**config.mk**
```make
export PLATFORM = sky130hd
export DESIGN_NAME = edit_distance_engine_flat
export DESIGN_NICKNAME = d
export VERILOG_FILES = /design/src/hw/rtl/edist_pkg.sv /design/src/hw/rtl/edist_in_if.sv /design/src/hw/rtl/edist_out_if.sv /design/src/hw/rtl/edist_cell.sv /design/src/hw/rtl/edit_distance_engine.sv /design/src/flat_wrapper.sv
export SDC_FILE = /design/constraint.sdc
export NUM_CORES = 2
export LEC_CHECK = 0
export BUFFER_PORTS_ARGS = -buffer_cell sky130_fd_sc_hd__buf_2
export CAP_MARGIN = 0
export CORE_MARGIN = 4
export CORE_UTILIZATION = 65
export CTS_BUF_LIST = sky130_fd_sc_hd__clkbuf_8 sky130_fd_sc_hd__clkbuf_16
export CTS_CLUSTER_DIAMETER = 30
export DETAILED_ROUTE_END_ITERATION = 7
export PLACE_DENSITY_LB_ADDON = 0.3
export SLEW_MARGIN = 25
export SYNTH_ARGS = -nofsm -noshare
export SYNTH_HDL_FRONTEND = slang
export SYNTH_SLANG_ARGS = --single-unit
```
**constraint.sdc**
```tcl
create_clock -name clk -period 6 [get_ports clk]
set_input_delay 0.6 -clock clk [delete_from_list [all_inputs] [get_ports clk]]
set_output_delay 0.6 -clock clk [all_outputs]
set_load 0.03 [all_outputs]
```
**src/hw/rtl/edist_pkg.sv**
```systemverilog
package edist_pkg;

	// Operation codes carried by an input transaction
	typedef enum logic [1:0] {
		OP_APPEND = 2'd0,
		OP_TEST   = 2'd1,
		OP_END    = 2'd2,
		OP_CLEAR  = 2'd3
	} op_t;

	localparam int SYM_W   = 8;
	localparam int DIST_W  = 6;
	localparam int DIST_MAX = 63;

	typedef logic [SYM_W-1:0] sym_t;

	// Broadcast control from the sequencer to every cell
	typedef struct packed {
		logic init;   // reload column entry with its initial value
		logic wr;     // store a query character
		sym_t wr_sym; // character to store
	} cell_ctrl_t;

endpackage

```
**src/hw/rtl/edist_in_if.sv**
```systemverilog
interface edist_in_if;
	import edist_pkg::*;

	logic valid;
	logic ready;
	op_t  op;
	sym_t symbol;

	modport source (output valid, output op, output symbol, input ready);
	modport sink (input valid, input op, input symbol, output ready);
endinterface

```
**src/hw/rtl/edist_out_if.sv**
```systemverilog
interface edist_out_if;
	import edist_pkg::*;

	logic              valid;
	logic              ready;
	logic [DIST_W-1:0] distance;
	logic              overflow;

	modport source (output valid, output distance, output overflow, input ready);
	modport sink (input valid, input distance, input overflow, output ready);
endinterface

```
**src/hw/rtl/edist_cell.sv**
```systemverilog
module edist_cell
	import edist_pkg::*;
#(
	parameter int CW  = 6,
	parameter int IDX = 0
) (
	input  logic          clk,
	input  logic          arst_n,
	input  cell_ctrl_t    ctrl,
	input  logic [CW-1:0] qcount,
	// from the left neighbour
	input  logic          in_valid,
	input  sym_t          in_sym,
	input  logic [CW-1:0] in_new,
	input  logic [CW-1:0] in_old,
	// to the right neighbour
	output logic          out_valid,
	output sym_t          out_sym,
	output logic [CW-1:0] out_new,
	output logic [CW-1:0] out_old,
	output logic [CW-1:0] d_val
);

	logic          valid_s1;
	sym_t          sym_s1;
	logic [CW-1:0] new_s1;
	logic [CW-1:0] old_s1;
	logic [CW-1:0] d_q;
	sym_t          q_q;

	logic          active;
	logic [CW:0]   up_c;
	logic [CW:0]   left_c;
	logic [CW:0]   diag_c;
	logic [CW:0]   min_c;
	logic [CW-1:0] next_d;

	// Cell holds a query character only while it lies inside the query
	assign active = (qcount > CW'(IDX));

	// Unit-cost recurrence; cells past the query end just forward the value
	always_comb begin
		up_c   = {1'b0, d_q} + (CW+1)'(1);
		left_c = {1'b0, in_new} + (CW+1)'(1);
		diag_c = {1'b0, in_old} + ((q_q == in_sym) ? (CW+1)'(0) : (CW+1)'(1));
		min_c  = (up_c < left_c) ? up_c : left_c;
		if (diag_c < min_c) begin
			min_c = diag_c;
		end
		next_d = active ? min_c[CW-1:0] : in_new;
	end

	// Column entry, starts at its own row number
	always_ff @(posedge clk or negedge arst_n) begin
		if (!arst_n) begin
			d_q <= CW'(IDX + 1);
		end else if (ctrl.init) begin
			d_q <= CW'(IDX + 1);
		end else if (in_valid) begin
			d_q <= next_d;
		end
	end

	// Query character
	always_ff @(posedge clk) begin
		if (ctrl.wr && (qcount == CW'(IDX))) begin
			q_q <= ctrl.wr_sym;
		end
	end

	// Link register towards the next cell
	always_ff @(posedge clk or negedge arst_n) begin
		if (!arst_n) begin
			valid_s1 <= 1'b0;
		end else begin
			valid_s1 <= in_valid;
		end
	end

	always_ff @(posedge clk) begin
		if (in_valid) begin
			sym_s1 <= in_sym;
			new_s1 <= next_d;
			old_s1 <= d_q;
		end
	end

	assign out_valid = valid_s1;
	assign out_sym   = sym_s1;
	assign out_new   = new_s1;
	assign out_old   = old_s1;
	assign d_val     = d_q;

endmodule

```
**src/hw/rtl/edit_distance_engine.sv**
```systemverilog
// Levenshtein distance engine built as a systolic row of MAX_LEN cells, one
// per query character. A test character enters every cycle and travels one
// cell per cycle as a wavefront. Appending, clearing and ending a test wait
// until the row has drained of test characters; the end transaction's
// distance appears on the output in the following cycle. The result register
// lets test, append and clear transactions go on while a distance waits to be
// taken; a further end transaction waits until it is taken.
module edit_distance_engine
	import edist_pkg::*;
#(
	parameter int MAX_LEN = 32
) (
	input logic   clk,
	input logic   arst_n,
	edist_in_if.sink    req,
	edist_out_if.source rsp
);

	localparam int CW = $clog2(MAX_LEN + 1);
	localparam int SW = (CW > DIST_W) ? CW : DIST_W;

	logic [CW-1:0] qcount_q;
	logic [CW-1:0] tcount_q;
	logic          dropped_q;
	logic          rsp_valid_q;
	logic [DIST_W-1:0] rsp_dist_q;
	logic          rsp_ovf_q;

	logic          link_valid [0:MAX_LEN];
	sym_t          link_sym   [0:MAX_LEN];
	logic [CW-1:0] link_new   [0:MAX_LEN];
	logic [CW-1:0] link_old   [0:MAX_LEN];
	logic [CW-1:0] last_d;
	logic [MAX_LEN-1:0] busy_vec;

	logic       busy;
	logic       acc;
	logic       test_go;
	logic       test_drop;
	logic       col_init;
	logic       app_drop;
	cell_ctrl_t ctrl;
	logic [CW-1:0] dist_sel;
	logic [SW-1:0] dist_ext;
	logic [DIST_W-1:0] dist_sat;

	// Row is busy while any test character is still in flight
	always_comb begin
		for (int i = 0; i < MAX_LEN; i++) begin
			busy_vec[i] = link_valid[i+1];
		end
	end
	assign busy = |busy_vec;

	// Test characters always go; other operations wait for a drained row
	// and end transactions also for a free result register
	always_comb begin
		if (req.op == OP_TEST) begin
			req.ready = 1'b1;
		end else if (req.op == OP_END) begin
			req.ready = !busy && (!rsp_valid_q || rsp.ready);
		end else begin
			req.ready = !busy;
		end
	end

	assign acc       = req.valid && req.ready;
	assign test_go   = acc && (req.op == OP_TEST) && (tcount_q < CW'(MAX_LEN));
	assign test_drop = acc && (req.op == OP_TEST) && (tcount_q == CW'(MAX_LEN));
	assign app_drop  = acc && (req.op == OP_APPEND) && (qcount_q == CW'(MAX_LEN));
	assign col_init  = acc && ((req.op == OP_END) || (req.op == OP_CLEAR) ||
		((req.op == OP_APPEND) && (tcount_q != '0)));

	assign ctrl.init   = col_init;
	assign ctrl.wr     = acc && (req.op == OP_APPEND) && (qcount_q < CW'(MAX_LEN));
	assign ctrl.wr_sym = req.symbol;

	// Head of the row: entry zero of the column is the test length
	assign link_valid[0] = test_go;
	assign link_sym[0]   = req.symbol;
	assign link_new[0]   = tcount_q + CW'(1);
	assign link_old[0]   = tcount_q;

	for (genvar g = 0; g < MAX_LEN; g++) begin : g_cell
		logic [CW-1:0] d_unused;
		edist_cell #(
			.CW  (CW),
			.IDX (g)
		) u_cell (
			.clk       (clk),
			.arst_n    (arst_n),
			.ctrl      (ctrl),
			.qcount    (qcount_q),
			.in_valid  (link_valid[g]),
			.in_sym    (link_sym[g]),
			.in_new    (link_new[g]),
			.in_old    (link_old[g]),
			.out_valid (link_valid[g+1]),
			.out_sym   (link_sym[g+1]),
			.out_new   (link_new[g+1]),
			.out_old   (link_old[g+1]),
			.d_val     (d_unused)
		);
		if (g == MAX_LEN - 1) begin : g_last
			assign last_d = d_unused;
		end
	end

	// Query and test lengths, sticky drop flag
	always_ff @(posedge clk or negedge arst_n) begin
		if (!arst_n) begin
			qcount_q  <= '0;
			tcount_q  <= '0;
			dropped_q <= 1'b0;
		end else if (acc) begin
			if (req.op == OP_CLEAR) begin
				qcount_q  <= '0;
				dropped_q <= 1'b0;
			end else if (ctrl.wr) begin
				qcount_q <= qcount_q + CW'(1);
			end else if (app_drop || test_drop) begin
				dropped_q <= 1'b1;
			end
			if (col_init) begin
				tcount_q <= '0;
			end else if (test_go) begin
				tcount_q <= tcount_q + CW'(1);
			end
		end
	end

	// Untouched column reads as the query length; otherwise the last cell
	// holds the bottom entry, forwarded past the query end
	assign dist_sel = (tcount_q == '0) ? qcount_q : last_d;
	assign dist_ext = SW'(dist_sel);
	assign dist_sat = (dist_ext > SW'(DIST_MAX)) ? DIST_W'(DIST_MAX) : DIST_W'(dist_ext);

	// Result register
	always_ff @(posedge clk or negedge arst_n) begin
		if (!arst_n) begin
			rsp_valid_q <= 1'b0;
		end else if (acc && (req.op == OP_END)) begin
			rsp_valid_q <= 1'b1;
		end else if (rsp.ready) begin
			rsp_valid_q <= 1'b0;
		end
	end

	always_ff @(posedge clk) begin
		if (acc && (req.op == OP_END)) begin
			rsp_dist_q <= dist_sat;
			rsp_ovf_q  <= dropped_q;
		end
	end

	assign rsp.valid    = rsp_valid_q;
	assign rsp.distance = rsp_dist_q;
	assign rsp.overflow = rsp_ovf_q;

`ifndef ASSERT_OFF
	a_drained_ops: assert property (@(posedge clk) disable iff (!arst_n)
		(acc && (req.op != OP_TEST)) |-> !busy)
		else $error("non-test transaction taken while row busy");
	a_end_result: assert property (@(posedge clk) disable iff (!arst_n)
		(acc && (req.op == OP_END)) |=> rsp.valid)
		else $error("end transaction produced no result");
	a_qcount_range: assert property (@(posedge clk) disable iff (!arst_n)
		qcount_q <= CW'(MAX_LEN))
		else $error("query length out of range");
	a_tcount_range: assert property (@(posedge clk) disable iff (!arst_n)
		tcount_q <= CW'(MAX_LEN))
		else $error("test length out of range");
	a_no_overwrite: assert property (@(posedge clk) disable iff (!arst_n)
		(rsp.valid && !rsp.ready) |=> rsp.valid)
		else $error("pending result lost");
`endif

endmodule
```
**src/flat_wrapper.sv**
```systemverilog
// flat-port wrapper written by rule: the top's interface ports become plain ports
module edit_distance_engine_flat import edist_pkg::*;
#(
	parameter int MAX_LEN = 32
)
  (clk, arst_n, req_valid, req_op, req_symbol, req_ready, rsp_valid, rsp_distance, rsp_overflow, rsp_ready);
  edist_in_if req_i ();
  edist_out_if rsp_i ();
  input logic clk;
  input logic arst_n;
  input wire logic [$bits(req_i.valid)-1:0] req_valid;
  input wire logic [$bits(req_i.op)-1:0] req_op;
  input wire logic [$bits(req_i.symbol)-1:0] req_symbol;
  output wire logic [$bits(req_i.ready)-1:0] req_ready;
  output wire logic [$bits(rsp_i.valid)-1:0] rsp_valid;
  output wire logic [$bits(rsp_i.distance)-1:0] rsp_distance;
  output wire logic [$bits(rsp_i.overflow)-1:0] rsp_overflow;
  input wire logic [$bits(rsp_i.ready)-1:0] rsp_ready;
  assign req_i.valid = req_valid;
  assign req_i.op = req_op;
  assign req_i.symbol = req_symbol;
  assign req_ready = req_i.ready;
  assign rsp_valid = rsp_i.valid;
  assign rsp_distance = rsp_i.distance;
  assign rsp_overflow = rsp_i.overflow;
  assign rsp_i.ready = rsp_ready;
  edit_distance_engine #(.MAX_LEN(MAX_LEN)) u_core (.clk(clk), .arst_n(arst_n), .req(req_i), .rsp(rsp_i));
endmodule
```
# == Word level (Yosys, flattened, before mapping) ==
# Index checks and enable logic that the tools add are counted.
# classes
add_sub_neg,98
magnitude_cmp,99
n_eq_ne,69
muxes,204
n_reduce_logical,92
# op_table
operator,count
$mux 6,133
$add 6x1->7 const B,64
$lt 7x7->1,64
$eq 8x8->1,32
$add 6x1->7,32
$mux 7,32
$eq 6x5->1 const B,16
$gt 6x5->1 const B,16
$reduce_bool 2->1,35
$eq 6x4->1 const B,8
$gt 6x4->1 const B,8
$logic_and 1x1->1,43
$mux 1,39
$reduce_or 32->1,1
$eq 6x3->1 const B,4
$gt 6x3->1 const B,4
$add 6x1->6 const B,2
$eq 6x2->1 const B,2
$eq 6x6->1 const B,2
$gt 6x1->1 const B,2
$gt 6x2->1 const B,2
$logic_not 6->1,2
$lt 6x6->1 const B,2
$eq 6x1->1 const B,1
10 further kinds,16
# word_totals
register_bits,1121
inputBits,14
output_inout_bits,9
word_cells,757

# == Logic depth before layout (Yosys ltp) ==
# logic_depth
word_depth,12
ltp_mapped,26
depth_no_buf,23

# == By module ==
# A second synthesis with hierarchy kept.
# unflattened
hier_cells,6179
area_unflattened_um2,69126.3
# by_module_without_submodules
mod,instances,cells_each,area_each_um2,seq_area_each_um2
edist_cell (u_core.g_cell[13].u_cell),1,197,2197.1,1019.7
edist_cell (u_core.g_cell[27].u_cell),1,195,2189.6,1019.7
edist_cell (u_core.g_cell[5].u_cell),1,191,2187.1,1018.5
edist_cell (u_core.g_cell[10].u_cell),1,192,2158.3,1019.7
edist_cell (u_core.g_cell[0].u_cell),1,195,2157.1,1017.2
edist_cell (u_core.g_cell[8].u_cell),1,197,2149.6,1018.5
edist_cell (u_core.g_cell[6].u_cell),1,193,2133.3,1019.7
edist_cell (u_core.g_cell[31].u_cell),1,192,2132.0,1017.2
edist_cell (u_core.g_cell[24].u_cell),1,194,2130.8,1019.7
edist_cell (u_core.g_cell[23].u_cell),1,196,2129.5,1018.5
edist_cell (u_core.g_cell[26].u_cell),1,183,2129.5,1021.0
edist_cell (u_core.g_cell[21].u_cell),1,192,2128.3,1019.7
edist_cell (u_core.g_cell[11].u_cell),1,196,2125.8,1018.5
edist_cell (u_core.g_cell[29].u_cell),1,192,2123.3,1021.0
+19 rows,n/a,n/a,n/a,n/a

# == Worst setup path before layout ==
# Ideal clock, no wire load.
# synth_path
kind,reg2reg
start,register u_core.tcount_q[1]
end,"register u_core.g_cell[0].u_cell.new_s1[2], data pin"
setup_time_ps,261
arrival_time_ps,4160
required_time_ps,5739
slack_ps,1579
stages_incl_launch_ff,23
path_buffers,2
period_less_slack_ps,4421
cell_sequence,dfrtp_1 ha_1 xor2_1 o211ai_2 or3_1 ha_1 a31o_2 a41oi_2 clkbuf_1 nor2_1 a21oi_1 ha_1 a21o_1 a21oi_1 nor2b_1 o21ai_0 nand2b_1 a21oi_1 o31a_1 buf_6 nand3_1 a21boi_0 nor2_1
# synth_between
elab_chain_cells,7
elab_cells_between_ends,8
cone_classes,add/sub: 3; order compare: 2; mux: 3
# synth_rtl
element,line_no,text
"start, declared",edit_distance_engine.sv:23,logic [CW-1:0] tcount_q;
"start signal, assigned",edit_distance_engine.sv:127,tcount_q <= tcount_q + CW'(1);
$add 6x1->6,edit_distance_engine.sv:81,assign link_new[0] = tcount_q + CW'(1);
$add 6x1->7,edist_cell.sv:44,"left_c = {1'b0, in_new} + (CW+1)'(1);"
$lt 7x7->1,edist_cell.sv:46,min_c = (up_c < left_c) ? up_c : left_c;
$mux 7,edist_cell.sv:46,
$lt 7x7->1,edist_cell.sv:47,if (diag_c < min_c) begin
$mux 6,edist_cell.sv:47,
$mux 6 *,edist_cell.sv:50,next_d = active ? min_c[CW-1:0] : in_new;
named net u_core.g_cell[0].u_cell.next_d[2],edist_cell.sv:36,logic [CW-1:0] next_d;
"end signal, assigned",edist_cell.sv:83,new_s1 <= next_d;
"end, declared",edist_cell.sv:26,logic [CW-1:0] new_s1;
# The timed path passes the listed nets; every way through them passes the cells marked *.
# A chain may end at the register's enable or synchronous reset.

# == Worst setup path in the final report ==
# layout_path
start,register u_core.tcount_q[0]
end,"register u_core.g_cell[0].u_cell.new_s1[2], data pin"
# The elaborated chain is that of the path after synthesis.

==> run summary <==
The flow ran to the end, and the final reports show no timing, DRC or antenna violations. The critical setup path kind was reg2reg. Worst-case clock skew: 0.0377 ns. STA classifies the critical path startpoint as a flip-flop.

The total via count after detailed routing was 46200. During I/O placement, the number of pins put on the boundary was 23. The critical path starts at u_core.tcount_q[0]. At the worst endpoint, the arrival time is 5.85 ns. The critical path capture point was u_core.g_cell[0].u_cell.out_new[2]. The worst slack on hold paths is 0.298 ns, and the area of the core region is 97000 um^2. In the synthesized netlist the dominant register cell turns out to be sky130_fd_sc_hd__edfxtp_1. After detailed routing, the average wire length per cell comes to 21.0 um. The number of synthesized register bits came out at 1121. The logs give 0 for the max-slew violation count and 0.916 for the routability-driven placement congestion ratio. The die outline height was 321 um. The H-tree was split into 4 levels. The startpoint of the most critical register-to-register path was u_core.tcount_q[0].

Cells with a size suffix above 1 make up 10.5% of the layout. The routed design has 155000 um of wire. The total number of nets in the final design was 6446; the width of the die was 321 um. On the worst path, the slowest cell contributes a delay of 0.57 ns. Summed over all cells, the static leakage comes to 0.0301 uW. For the worst setup path, the data required time is 6.52 ns.

The total global routing track utilization is 29.9%, and the number of buffers between clock root and the deepest sink is 3. The min-delay analysis places its worst path in the category in2reg. The highest clock rate is 188 MHz, and the clock-pin slew of the registers on the worst-case setup and hold paths is 0.05 ns. The worst-case vdd ir drop was 0.000304 V; the max-cap violation count was 0. The post-detailed-route count of antenna-violating nets is 0, and the biggest fanout along the worst timing path is 12. For the worst flop-to-flop path, the logic depth is 20.

Count of port buffers added during placement: 22. The number of library cell types mapped by synthesis was 71. Of all cell types, the one taking the most synthesized area is sky130_fd_sc_hd__edfxtp_1. The overall die area is 103000 um^2, and the sequential fraction of the synthesis area is 51.2%. After synthesis, the share of flip-flops with an asynchronous set or reset is 21.2%. The cell area that synthesis handed to floorplanning was 63700 um^2. Setup violations remaining at the end of the flow were counted as 0.

The warning count from the yosys run came out at 0. The logs give 0 for the DRC violation count after routing and 6283 for the number of nets produced by synthesis. The number of placement rows came out at 114. Setup repair after global routing left no endpoint under its margin. In this run the register-to-register setup slack is 0.67 ns. Among all stages on the critical path, the largest delay is contributed by sky130_fd_sc_hd__dfrtp_1. The logs give 27.3% for the remaining max-slew budget at the tightest pin and 0 for the residual overflow from global routing. The run gives 0 as the number of endpoints with negative hold slack in the final report. For this design the ratio of total power to cell area is 397 nW/um^2. For the initial antenna violation count, the log shows 3. The transition time at the pin with the least slew margin is 1.08 ns. After synthesis, the mean cell area works out to 11.1 um^2.

The worst hold path was traced through 4 stages. The violation count after the first detailed-route iteration was 4341; the pin count of the biggest net entering global routing was 109. The tools report the root cell of the clock tree as sky130_fd_sc_hd__clkbuf_16. The area fraction of the dominant cell type after synthesis came out at 41.6%.

For the number of global-route vias before repair, the log shows 46300. In this run, placement finished with an instance count of 6989. The tools report the sum of net half-perimeters after detailed placement as 103000 um.

In this run, CTS created clock tree buffers numbering 199. Traced cell by cell, the critical path runs through ha_1 > xor2_1 > o211ai_2 > or3_1 > ha_1 > a31o_2 > a41oi_2 > nor2_1 > a21oi_1 > ha_1 > a21o_1 > a21oi_1 > nor2b_1 > o21ai_0 > nand2b_1 > a21oi_1 > o31a_1 > nand3_1 > a21boi_0 > nor2_1. The starting density of the core came out at 65.7%. The accumulated negative setup slack is 0 ns, and the final non-filler cell total is 7372. The first-pass detailed-route iteration total was 7.

The run gives 1121 as the clock sink count. The number of enable flip-flop cells after synthesis came out at 883. In the finished design, the share of the clock period the worst path needs comes to 88.8%. STA classifies the critical path endpoint as a flip-flop.

The first global-routing pass estimated 247000 um of wire. Yosys instantiated no cell more often than sky130_fd_sc_hd__edfxtp_1. After synthesis, the cell types taking the most area are sky130_fd_sc_hd__edfxtp_1 42%, sky130_fd_sc_hd__ha_1 10%, sky130_fd_sc_hd__xor2_1 6.5%. Synthesis produced a netlist whose cell count is 5752. For the worst-skew pair, the clock arrives at the later sink with an insertion delay of 0.79 ns. By count the netlist is led by 883 x sky130_fd_sc_hd__edfxtp_1, 528 x sky130_fd_sc_hd__nand2_1, 517 x sky130_fd_sc_hd__ha_1.

TritonCTS built the clock tree. The endpoint identified for the worst register-to-register timing path is u_core.g_cell[0].u_cell.out_new[2]. The shortest clock period the worst path allows after layout was 5.33 ns; the growth of design area from synthesis to finish was 14.2%. Dividing the detail-routed via count by the number of cells gives 6.26.
[layout by cell type (no fill, tap or decap), types with 38 or more instances in the layout]
| cell | count |
|---|---|
| sky130_fd_sc_hd__a21o_1 | 201 |
| sky130_fd_sc_hd__a21oi_1 | 290 |
| sky130_fd_sc_hd__a31oi_1 | 89 |
| sky130_fd_sc_hd__and3_1 | 143 |
| sky130_fd_sc_hd__buf_4 | 62 |
| sky130_fd_sc_hd__clkbuf_16 | 200 |
| sky130_fd_sc_hd__dfrtp_1 | 157 |
| sky130_fd_sc_hd__dfstp_2 | 81 |
| sky130_fd_sc_hd__edfxtp_1 | 883 |
| sky130_fd_sc_hd__ha_1 | 517 |
| sky130_fd_sc_hd__inv_1 | 244 |
| sky130_fd_sc_hd__mux2_2 | 66 |
| sky130_fd_sc_hd__mux2i_1 | 152 |
| sky130_fd_sc_hd__nand2_1 | 528 |
| sky130_fd_sc_hd__nand2b_1 | 100 |
| sky130_fd_sc_hd__nand3_1 | 341 |
| sky130_fd_sc_hd__nor2_1 | 408 |
| sky130_fd_sc_hd__nor3_1 | 56 |
| sky130_fd_sc_hd__nor4_1 | 76 |
| sky130_fd_sc_hd__o21ai_0 | 241 |
| sky130_fd_sc_hd__o31ai_1 | 38 |
| sky130_fd_sc_hd__xnor2_1 | 172 |
| sky130_fd_sc_hd__xor2_1 | 472 |
[area by class of cell]
| class | instances | area [um^2] |
|---|---|---|
| inverters | 225 | 845 |
| diodes | 3 | 7.51 |
| clock buffers | 213 | 5180 |
| multi-input cells | 4281 | 29800 |
| repair buffers | 87 | 636 |
| flip-flops and latches | 1121 | 32600 |
| well taps | 1276 | 1600 |
| fillers | 6026 | 24300 |
| clock inverters | 166 | 2070 |
[critical path, delay by kind of cell, from the launching register on]
family,cells,cell delay (ns)
xor gates and xnor gates,1,0.29
adders and majority gates,3,0.97
DFF,1,0.57
and+or+nand+nor,6,0.82
AOI/OAI and AO/OA,10,2.41
[what timing repair did]
item / in CTS / in global routing
setup buffers: 0 / 0
resized for setup: 0 / 0
hold buffers: 1 / 0
endpoints found under the hold margin: 50 / 0
[state kept, by name, indices dropped and copies added, names as in the netlist, 6 cells and up]
register	flops
u_core.g_cell.u_cell.out_valid	32
u_core.g_cell.u_cell.out_new	186
u_core.rsp.distance	6
u_core.tcount_q	6
u_core.g_cell.u_cell.q_q	256
u_core.g_cell.u_cell.out_sym	248
u_core.g_cell.u_cell.out_old	186
u_core.qcount_q	6
u_core.g_cell.u_cell.d_val	192
[power breakdown]
group          switching, uW  internal [uW]
Clock                   4220           7740
Combinational           4180           3010
Sequential               684           9050
[how the worst min path moves through the flow]
stage / from / end / slack, ns
3_5_place_dp: u_core.g_cell[22].u_cell.out_sym[3] / u_core.g_cell[23].u_cell.out_sym[3] / 0.46
4_1_cts: req_op[1] / u_core.qcount_q[3] / 0.25
6_report: req_op[1] / u_core.qcount_q[2] / 0.30
5_1_grt: req_valid / u_core.tcount_q[5] / 0.30
2_1_floorplan: arst_n / u_core.dropped_q / 0.30
3_3_place_gp: u_core.g_cell[16].u_cell.out_sym[0] / u_core.g_cell[17].u_cell.out_sym[0] / 0.45
[per-layer routing]
| metal | vias up | routed length [um] | track usage, % |
|---|---|---|---|
| met5 | - | 17 | 0 |
| met4 | 2 | 5650 | 11.9 |
| met3 | 443 | 11400 | 5.32 |
| met2 | 1910 | 74900 | 50.2 |
| met1 | 22400 | 62900 | 39.1 |
| li1 | 21400 | - | - |
[metrics by stage]
step | worst slack (ns) | utilization, % | power [uW] | cell area (um^2)
floorplan | 1.58 | - | 15100 | 63700
global placement | 0.874 | 67.4 | 16600 | 65400
detailed placement | 0.774 | 67.5 | 16800 | 65400
CTS | 0.721 | 74.9 | 28900 | 72700
global route | 0.157 | 75.0 | 30300 | 72700
finish | 0.674 | 75.0 | 28900 | 72700
[cells by family after synthesis]
group                    after synthesis  share of synthesized area, %
multiplexers                         219                          3.58
adder cells (fa/ha/maj)              517                          10.2
AO/OA/AOI/OAI                       1080                          10.6
flip-flops                          1121                          51.2
XOR/XNOR                             645                          8.88
AND/OR/NAND/NOR                     1820                          13.5
buffers and inverters                350                          2.11
No activity file was read; power rests on OpenSTA's default activity.
